$ cat src/rtl/ttaf_pkg.sv
// Shared types and constants for the top-two argmax finder.
// No dependencies; used by every module under rtl/.
package ttaf_pkg;

  localparam int VECTOR_SIZE_DEF = 256;
  localparam int LANES_DEF       = 8;
  localparam int VALUE_WIDTH_DEF = 12;
  localparam int INDEX_WIDTH     = 8;
  localparam int PORT_LANES      = 8;

  // entries held by a top-two record: none, one, or two and more
  typedef logic [1:0] cnt_t;
  localparam cnt_t CNT_NONE = 2'd0;
  localparam cnt_t CNT_ONE  = 2'd1;
  localparam cnt_t CNT_TWO  = 2'd2;

endpackage

$ cat src/rtl/ttaf_lane.sv
// Per-lane index generation and range check for one entry of a beat.
// Depends on ttaf_pkg.
module ttaf_lane import ttaf_pkg::*; #(
  parameter int VECTOR_SIZE = VECTOR_SIZE_DEF,
  parameter int LANES       = LANES_DEF,
  parameter int LANE        = 0
) (
  input  logic [$clog2((VECTOR_SIZE + LANES - 1) / LANES + 1)-1:0] beat_num,
  output logic                                                     hit,
  output logic [INDEX_WIDTH-1:0]                                   index
);

  localparam int BEAT_LIMIT = (VECTOR_SIZE + LANES - 1) / LANES;
  localparam int BEAT_W     = $clog2(BEAT_LIMIT + 1);
  localparam int RAW_W      = $clog2((BEAT_LIMIT + 1) * LANES);
  localparam int IDXF_W     = (RAW_W > INDEX_WIDTH) ? RAW_W : INDEX_WIDTH;

  logic [IDXF_W-1:0] idx_full;

  assign idx_full = IDXF_W'(beat_num) * IDXF_W'(LANES) + IDXF_W'(LANE);
  assign hit      = (beat_num < BEAT_W'(BEAT_LIMIT)) && (idx_full < IDXF_W'(VECTOR_SIZE));
  assign index    = idx_full[INDEX_WIDTH-1:0];

endmodule

$ cat src/rtl/ttaf_merge.sv
// Merges two top-two records; b holds the higher indices, so b wins ties.
// Depends on ttaf_pkg.
module ttaf_merge import ttaf_pkg::*; #(
  parameter int VW = VALUE_WIDTH_DEF
) (
  input  cnt_t                   a_cnt,
  input  logic signed [VW-1:0]   a_v1,
  input  logic [INDEX_WIDTH-1:0] a_i1,
  input  logic signed [VW-1:0]   a_v2,
  input  logic [INDEX_WIDTH-1:0] a_i2,
  input  cnt_t                   b_cnt,
  input  logic signed [VW-1:0]   b_v1,
  input  logic [INDEX_WIDTH-1:0] b_i1,
  input  logic signed [VW-1:0]   b_v2,
  input  logic [INDEX_WIDTH-1:0] b_i2,
  output cnt_t                   y_cnt,
  output logic signed [VW-1:0]   y_v1,
  output logic [INDEX_WIDTH-1:0] y_i1,
  output logic signed [VW-1:0]   y_v2,
  output logic [INDEX_WIDTH-1:0] y_i2
);

  logic a1, a2, b1, b2, take_b;

  always_comb begin
    a1     = (a_cnt != CNT_NONE);
    a2     = (a_cnt == CNT_TWO);
    b1     = (b_cnt != CNT_NONE);
    b2     = (b_cnt == CNT_TWO);
    take_b = b1 && (!a1 || (b_v1 >= a_v1));
    if (take_b) begin
      y_v1 = b_v1;
      y_i1 = b_i1;
      if (b2 && (!a1 || (b_v2 >= a_v1))) begin
        y_v2 = b_v2;
        y_i2 = b_i2;
      end else begin
        y_v2 = a_v1;
        y_i2 = a_i1;
      end
    end else begin
      y_v1 = a_v1;
      y_i1 = a_i1;
      if (b1 && (!a2 || (b_v1 >= a_v2))) begin
        y_v2 = b_v1;
        y_i2 = b_i1;
      end else begin
        y_v2 = a_v2;
        y_i2 = a_i2;
      end
    end
    if (a2 || b2 || (a1 && b1)) begin
      y_cnt = CNT_TWO;
    end else if (a1 || b1) begin
      y_cnt = CNT_ONE;
    end else begin
      y_cnt = CNT_NONE;
    end
  end

endmodule

$ cat src/rtl/top_two_argmax_finder_top.sv
// Top-two argmax finder: lanes feed a registered merge tree, then a running tracker.
// Path from an accepted last beat to result valid: leaf registers, registered tree levels, output register.
// Throughput: one beat per cycle unless stalled; a result waiting in the output register holds a last beat at the end.
// Reset (synchronous): clears stage valid bits, beat count, tracker count and output valid.
// Depends on ttaf_pkg, ttaf_lane, ttaf_merge.
module top_two_argmax_finder_top import ttaf_pkg::*; #(
  parameter int VECTOR_SIZE = VECTOR_SIZE_DEF,
  parameter int LANES       = LANES_DEF,
  parameter int VALUE_WIDTH = VALUE_WIDTH_DEF
) (
  input  logic                          clk,
  input  logic                          rst,
  input  logic                          in_valid,
  output logic                          in_stall,
  input  logic signed [VALUE_WIDTH-1:0] value_0,
  input  logic signed [VALUE_WIDTH-1:0] value_1,
  input  logic signed [VALUE_WIDTH-1:0] value_2,
  input  logic signed [VALUE_WIDTH-1:0] value_3,
  input  logic signed [VALUE_WIDTH-1:0] value_4,
  input  logic signed [VALUE_WIDTH-1:0] value_5,
  input  logic signed [VALUE_WIDTH-1:0] value_6,
  input  logic signed [VALUE_WIDTH-1:0] value_7,
  input  logic                          last_beat,
  output logic                          out_valid,
  input  logic                          out_stall,
  output logic [INDEX_WIDTH-1:0]        first_index,
  output logic signed [VALUE_WIDTH-1:0] first_value,
  output logic [INDEX_WIDTH-1:0]        second_index,
  output logic signed [VALUE_WIDTH-1:0] second_value
);

  localparam int VW         = VALUE_WIDTH;
  localparam int BEAT_LIMIT = (VECTOR_SIZE + LANES - 1) / LANES;
  localparam int BEAT_W     = $clog2(BEAT_LIMIT + 1);
  localparam int D          = $clog2(LANES);
  localparam int PAD        = 1 << D;
  localparam int NN         = 2 * PAD - 1;

  logic signed [VW-1:0] port_val [PORT_LANES];

  logic [BEAT_W-1:0] beat_num;
  logic              accept;
  logic [D:0]        stage_valid;
  logic [D:0]        stage_last;
  logic [D:0]        move;
  logic              out_free;

  // heap-ordered node records: node 1 is the root, leaves are PAD..NN
  cnt_t                   nd_cnt [1:NN];
  logic signed [VW-1:0]   nd_v1  [1:NN];
  logic [INDEX_WIDTH-1:0] nd_i1  [1:NN];
  logic signed [VW-1:0]   nd_v2  [1:NN];
  logic [INDEX_WIDTH-1:0] nd_i2  [1:NN];
  cnt_t                   nx_cnt [1:NN];
  logic signed [VW-1:0]   nx_v1  [1:NN];
  logic [INDEX_WIDTH-1:0] nx_i1  [1:NN];
  logic signed [VW-1:0]   nx_v2  [1:NN];
  logic [INDEX_WIDTH-1:0] nx_i2  [1:NN];
  logic [NN:1]            nd_ld;

  cnt_t                   trk_cnt;
  logic signed [VW-1:0]   trk_v1, trk_v2;
  logic [INDEX_WIDTH-1:0] trk_i1, trk_i2;
  cnt_t                   mrg_cnt;
  logic signed [VW-1:0]   mrg_v1, mrg_v2;
  logic [INDEX_WIDTH-1:0] mrg_i1, mrg_i2;

  cnt_t                   out_cnt;
  logic signed [VW-1:0]   out_v1, out_v2;
  logic [INDEX_WIDTH-1:0] out_i1, out_i2;
  logic                   pick_runner;

  assign port_val[0] = value_0;
  assign port_val[1] = value_1;
  assign port_val[2] = value_2;
  assign port_val[3] = value_3;
  assign port_val[4] = value_4;
  assign port_val[5] = value_5;
  assign port_val[6] = value_6;
  assign port_val[7] = value_7;

  // ---- stage handshake ----
  assign out_free = !out_valid || !out_stall;
  // only a last beat needs the output register
  assign move[D]  = stage_valid[D] && (!stage_last[D] || out_free);

  genvar gd;
  generate
    for (gd = 0; gd < D; gd++) begin : g_move
      assign move[gd] = stage_valid[gd] && (!stage_valid[gd+1] || move[gd+1]);
    end
  endgenerate

  assign in_stall = stage_valid[0] && !move[0];
  assign accept   = in_valid && !in_stall;

  always_ff @(posedge clk) begin
    if (rst) begin
      stage_valid <= '0;
    end else begin
      if (accept) begin
        stage_valid[0] <= 1'b1;
      end else if (move[0]) begin
        stage_valid[0] <= 1'b0;
      end
      for (int d = 1; d <= D; d++) begin
        if (move[d-1]) begin
          stage_valid[d] <= 1'b1;
        end else if (move[d]) begin
          stage_valid[d] <= 1'b0;
        end
      end
    end
  end

  always_ff @(posedge clk) begin
    if (accept) begin
      stage_last[0] <= last_beat;
    end
    for (int d = 1; d <= D; d++) begin
      if (move[d-1]) begin
        stage_last[d] <= stage_last[d-1];
      end
    end
  end

  // beat count saturates past the vector and restarts after the last beat
  always_ff @(posedge clk) begin
    if (rst) begin
      beat_num <= '0;
    end else if (accept) begin
      if (last_beat) begin
        beat_num <= '0;
      end else if (beat_num < BEAT_W'(BEAT_LIMIT)) begin
        beat_num <= beat_num + 1'b1;
      end
    end
  end

  // ---- lanes (leaves) ----
  genvar gl;
  generate
    for (gl = 0; gl < PAD; gl++) begin : g_leaf
      assign nd_ld[PAD+gl] = accept;
      if (gl < LANES) begin : g_live
        logic                   hit;
        logic [INDEX_WIDTH-1:0] index;
        ttaf_lane #(
          .VECTOR_SIZE (VECTOR_SIZE),
          .LANES       (LANES),
          .LANE        (gl)
        ) u_lane (
          .beat_num (beat_num),
          .hit      (hit),
          .index    (index)
        );
        assign nx_cnt[PAD+gl] = hit ? CNT_ONE : CNT_NONE;
        assign nx_v1[PAD+gl]  = port_val[gl];
        assign nx_i1[PAD+gl]  = index;
        assign nx_v2[PAD+gl]  = port_val[gl];
        assign nx_i2[PAD+gl]  = index;
      end else begin : g_pad
        assign nx_cnt[PAD+gl] = CNT_NONE;
        assign nx_v1[PAD+gl]  = '0;
        assign nx_i1[PAD+gl]  = '0;
        assign nx_v2[PAD+gl]  = '0;
        assign nx_i2[PAD+gl]  = '0;
      end
    end
  endgenerate

  // ---- merge tree, one registered level per stage ----
  genvar gk;
  generate
    for (gk = 1; gk < PAD; gk++) begin : g_node
      localparam int SRC = D - $clog2(gk + 1);
      assign nd_ld[gk] = move[SRC];
      ttaf_merge #(.VW(VW)) u_merge (
        .a_cnt (nd_cnt[2*gk]),   .a_v1 (nd_v1[2*gk]),   .a_i1 (nd_i1[2*gk]),
        .a_v2  (nd_v2[2*gk]),    .a_i2 (nd_i2[2*gk]),
        .b_cnt (nd_cnt[2*gk+1]), .b_v1 (nd_v1[2*gk+1]), .b_i1 (nd_i1[2*gk+1]),
        .b_v2  (nd_v2[2*gk+1]),  .b_i2 (nd_i2[2*gk+1]),
        .y_cnt (nx_cnt[gk]),     .y_v1 (nx_v1[gk]),     .y_i1 (nx_i1[gk]),
        .y_v2  (nx_v2[gk]),      .y_i2 (nx_i2[gk])
      );
    end
  endgenerate

  always_ff @(posedge clk) begin
    for (int k = 1; k <= NN; k++) begin
      if (nd_ld[k]) begin
        nd_cnt[k] <= nx_cnt[k];
        nd_v1[k]  <= nx_v1[k];
        nd_i1[k]  <= nx_i1[k];
        nd_v2[k]  <= nx_v2[k];
        nd_i2[k]  <= nx_i2[k];
      end
    end
  end

  // ---- running tracker ----
  ttaf_merge #(.VW(VW)) u_track (
    .a_cnt (trk_cnt),   .a_v1 (trk_v1),   .a_i1 (trk_i1),
    .a_v2  (trk_v2),    .a_i2 (trk_i2),
    .b_cnt (nd_cnt[1]), .b_v1 (nd_v1[1]), .b_i1 (nd_i1[1]),
    .b_v2  (nd_v2[1]),  .b_i2 (nd_i2[1]),
    .y_cnt (mrg_cnt),   .y_v1 (mrg_v1),   .y_i1 (mrg_i1),
    .y_v2  (mrg_v2),    .y_i2 (mrg_i2)
  );

  always_ff @(posedge clk) begin
    if (rst) begin
      trk_cnt <= CNT_NONE;
    end else if (move[D]) begin
      trk_cnt <= stage_last[D] ? CNT_NONE : mrg_cnt;
    end
  end

  always_ff @(posedge clk) begin
    if (move[D]) begin
      trk_v1 <= mrg_v1;
      trk_i1 <= mrg_i1;
      trk_v2 <= mrg_v2;
      trk_i2 <= mrg_i2;
    end
  end

  // ---- output register ----
  always_ff @(posedge clk) begin
    if (rst) begin
      out_valid <= 1'b0;
    end else if (move[D] && stage_last[D]) begin
      out_valid <= 1'b1;
    end else if (!out_stall) begin
      out_valid <= 1'b0;
    end
  end

  always_ff @(posedge clk) begin
    if (move[D] && stage_last[D]) begin
      out_cnt <= mrg_cnt;
      out_v1  <= mrg_v1;
      out_i1  <= mrg_i1;
      out_v2  <= mrg_v2;
      out_i2  <= mrg_i2;
    end
  end

  // runner against a zero at the winner's index; zero tie goes to the higher index
  assign pick_runner = (out_cnt == CNT_TWO) &&
                       ((out_v2 > 0) || ((out_v2 == 0) && (out_i2 > out_i1)));

  // an empty vector reports index 0 with value 0
  assign first_index  = (out_cnt == CNT_NONE) ? '0 : out_i1;
  assign first_value  = (out_cnt == CNT_NONE) ? '0 : out_v1;
  assign second_index = pick_runner ? out_i2 : first_index;
  assign second_value = pick_runner ? out_v2 : '0;

`ifndef SYNTHESIS
  a_trk_cnt_range: assert property (@(posedge clk) disable iff (rst)
    trk_cnt != 2'd3)
    else $error("tracker count out of range");

  a_beat_sat: assert property (@(posedge clk) disable iff (rst)
    beat_num <= BEAT_W'(BEAT_LIMIT))
    else $error("beat count past limit");

  a_trk_clear: assert property (@(posedge clk) disable iff (rst)
    (move[D] && stage_last[D]) |=> (trk_cnt == CNT_NONE))
    else $error("tracker not cleared after last beat");

  a_order: assert property (@(posedge clk) disable iff (rst)
    (out_valid && (out_cnt == CNT_TWO)) |-> (out_v1 >= out_v2))
    else $error("runner exceeds leader");
`endif

endmodule
$ cat config.mk
export PLATFORM = sky130hd
export DESIGN_NAME = top_two_argmax_finder_top
export DESIGN_NICKNAME = d
export VERILOG_FILES = /design/src/rtl/ttaf_pkg.sv /design/src/rtl/ttaf_lane.sv /design/src/rtl/ttaf_merge.sv /design/src/rtl/top_two_argmax_finder_top.sv
export SDC_FILE = /design/constraint.sdc
export NUM_CORES = 1
export LEC_CHECK = 0
export BUFFER_PORTS_ARGS = -buffer_cell sky130_fd_sc_hd__buf_2
export CAP_MARGIN = 20
export CORE_ASPECT_RATIO = 0.8
export CORE_MARGIN = 1
export CORE_UTILIZATION = 60
export CTS_CLUSTER_DIAMETER = 80
export DETAILED_ROUTE_END_ITERATION = 12
export MAX_ROUTING_LAYER = met4
export PLACE_DENSITY = 0.79
export SLEW_MARGIN = 40
export SYNTH_ARGS = -nofsm -noshare
export SYNTH_HDL_FRONTEND = slang
export SYNTH_SLANG_ARGS = --single-unit
$ cat constraint.sdc
create_clock -name clk -period 20.7 [get_ports clk]
set_clock_uncertainty 0.05 [all_clocks]
set_input_delay 3.105 -clock clk [delete_from_list [all_inputs] [get_ports clk]]
set_output_delay 3.105 -clock clk [all_outputs]
set_load 0.1 [all_outputs]
==> flow_summary.yaml <==
outcome:
  outcome: "completed"
finish:
  final_cell_mix: "edfxtp_1 (454), ha_1 (201), mux2_1 (181), inv_1 (174), mux2i_1 (160)"
  final_common_cell: "edfxtp_1"
  fin_nets: 2360
  final_util_pct: 67.79
  num_antenna_cells: 0
  synthToLayoutAreaGrowth_pct: 10.76
  drive_above_1_share_pct: 12.86
worst_setup_path:
  reg2reg_to: "nd_i2[0][24]"
  ff2ff_setup_slack_ps: 17260
  reg2regPathDepth: 10
  crit_path_end_kind: "output port"
  worstReg2RegStart: "nd_v2[0][75]"
  worstSetupStartpoint: "out_stall"
  crit_path_max_fanout: 7
  cp.arrival_ps: 4450
  worstPathRequired_ps: 17550
  critPathKind: "input port to output port"
  cp-endpoint: "in_stall"
  worstSetupStartpointType: "input port"
grt:
  overflow: 0
  grt_pass1_vias: 15310
  grt_use_total_pct: 26.06
  grt_max_degree: 80
  grt_pass1_wl_um: 83660
  grt_antenna_before_repair: 1
cts:
  clk_pin_slew_ps: 60
  hold_buffers: 0
  cts_sinks: 467
  cts_root_buffer: "clkbuf_16"
  worstSkewPairLatency_ps: 580
  htreeDepth: 2
  cts_resized: 0
  cts_setup_buffers: 0
  cts_buffer_depth: 3
  cts_made_buffers: 46
  cts_tree: "done"
power_and_ir_drop:
  powerDensity_mw_per_mm2: 82.54
  power_leakage_nw: 11.26
  peakVddDrop_mv: 0.07162
flow_run:
  max-cap-violations: 0
yosys:
  yosysWarnings: 0
  synthXorXnorAreaFrac_pct: 0
  avgSynthCellArea_um2: 12.80
  synthTopCellsByArea: "edfxtp_1 (55%), ha_1 (10%), mux2_1 (8.2%), mux2i_1 (6.5%), inv_1 (2.6%)"
  yosys.area_share.simple_pct: 7.136
  synth-compound-area-share_pct: 7.412
  synth_cell_types: 71
  post-synth-top-area-cell: "edfxtp_1"
  synth.cell_area_mm2: 0.02497
  synthCells: 1951
  synth-seq-cells: 467
  async_reset_ff_share_pct: 0
  muxShareOfSynthArea_pct: 14.94
  synth_edf_count: 454
  yosys.area.top_type_share_pct: 54.60
  synth_fa_ha_area_share_pct: 10.07
  synth_ff_type: "edfxtp_1"
  synth_seq_area_share_pct: 55.65
  synth_top_family_by_area: "multiplexers"
floorplan:
  fp.dieArea_mm2: 0.04244
  placementRows: 66
  floorplan.initialDensity_pct: 61.20
  die_x_um: 230.1
  ios: 143
  die_height_um: 184.5
  coreArea_mm2: 0.04079
routing:
  drt-total-wl_um: 52960
  drtIter0Drc: 1300
  first_pass_iters: 6
  vias_per_cell: 5.943
  ant_nets: 0
  wl_per_cell_um: 20.09
  drc: 0
  vias: 15670
timing:
  timing.hold.ws_ps: 367.2
  finalCriticalPeriod_ps: 7606
  rsz0062_at_grt: "no"
  final-hold-violation-count: 0
  setup_tns_ps: 0
  fmax_ghz: 0.1315
  max_slew_margin_pct: 43.30
  fin_crit_sh_pct: 36.74
  worstMarginPinSlew_ps: 849.5
  setup_viol: 0
  slew_viol_final: 0
hold_path:
  hp-class: "register to register"
place:
  port-buffer-count: 141
  post-dp-hpwl_um: 38300
  routabilityCongestion: 0.9144
==> Yosys cell counts, drive strengths merged, types with 9 or more instances <==
| master | number |
|---|---|
| and2 | 12 |
| a2bb2oi | 11 |
| dfxtp | 13 |
| a221o | 12 |
| nor3 | 14 |
| a21o | 13 |
| nor2b | 32 |
| a211oi | 24 |
| nand3 | 23 |
| nand4 | 15 |
| mux2 | 187 |
| nor4 | 9 |
| nand2b | 24 |
| ha | 201 |
| inv | 184 |
| nand2 | 132 |
| a21oi | 63 |
| edfxtp | 454 |
| mux2i | 162 |
| nor2 | 73 |
| o21ai | 53 |
| a221oi | 12 |
| a22oi | 29 |
| clkbuf | 74 |
| buf | 37 |
==> stage by stage <==
stage                     cells  power (mW)  worst slack (ps)  area [um2]
after floorplan            1954       1.412              9124       24980
after global placement     2550       1.493             13190       26180
after detailed placement   2554       1.507             13140       26270
after CTS                  2636       2.294             13110       27650
after global routing       2636       2.368             13030       27650
final                      2636       2.283             13090       27650
==> report_power, final <==
part | switching, mW | internal, mW
clock | 0.354 | 0.434
combinational | 0.192 | 0.150
sequential | 0.0408 | 1.11
==> sequential cells by signal, indices dropped and copies added (netlist names), 12 cells and up <==
signal  flops
trk_v1     12
trk_v2     12
nd_v1     180
out_v1     12
nd_i2      51
out_v2     12
nd_v2      84
nd_i1      46
==> worst max-delay path: stages <==
cell and delay [ps]:
buf_2 100, and4_1 480, nand4_1 220, inv_1 110, buf_2 430
==> worst min-delay path by stage <==
stage | startpoint | end | slack, ps | depth (start not counted)
detailed placement | stage_last[0] | stage_last[1] | 350 | 0
global route | stage_last[0] | stage_last[1] | 370 | 0
global placement | stage_last[0] | stage_last[1] | 350 | 0
CTS | stage_last[0] | stage_last[1] | 370 | 0
floorplan | stage_last[0] | stage_last[1] | 350 | 0
finish | stage_last[0] | stage_last[1] | 370 | 0
==> kinds of logic (layout without fill, tap and decap cells) <==
group / after synthesis / after routing
AO/OA/AOI/OAI: 272 / 272
adder cells (fa/ha/maj): 201 / 201
buffers and inverters: 296 / 434
flip-flops: 467 / 467
multiplexers: 349 / 349
other: 1 / 4
AND/OR/NAND/NOR: 365 / 365
==> layout make-up <==
class / count / area [um2]
Clock buffer: 56 / 1189
Multi-Input combinational cell: 1191 / 10050
Timing Repair Buffer: 167 / 950.9
Fill cell: 2880 / 13140
Inverter: 185 / 694.4
Sequential cell: 467 / 13890
Tap cell: 544 / 680.7
Clock inverter: 26 / 195.2
==> layer usage <==
metal  wire (um)  global-route usage [%]  vias to the layer above
met2       23450                   39.14                      534
met4        1047                   5.987                        0
met1       25070                   37.63                     7595
li1            -                       -                     7454
met3        3401                   3.759                       84
met5           0                       -                        -
No activity file was read; power rests on OpenSTA's default activity.
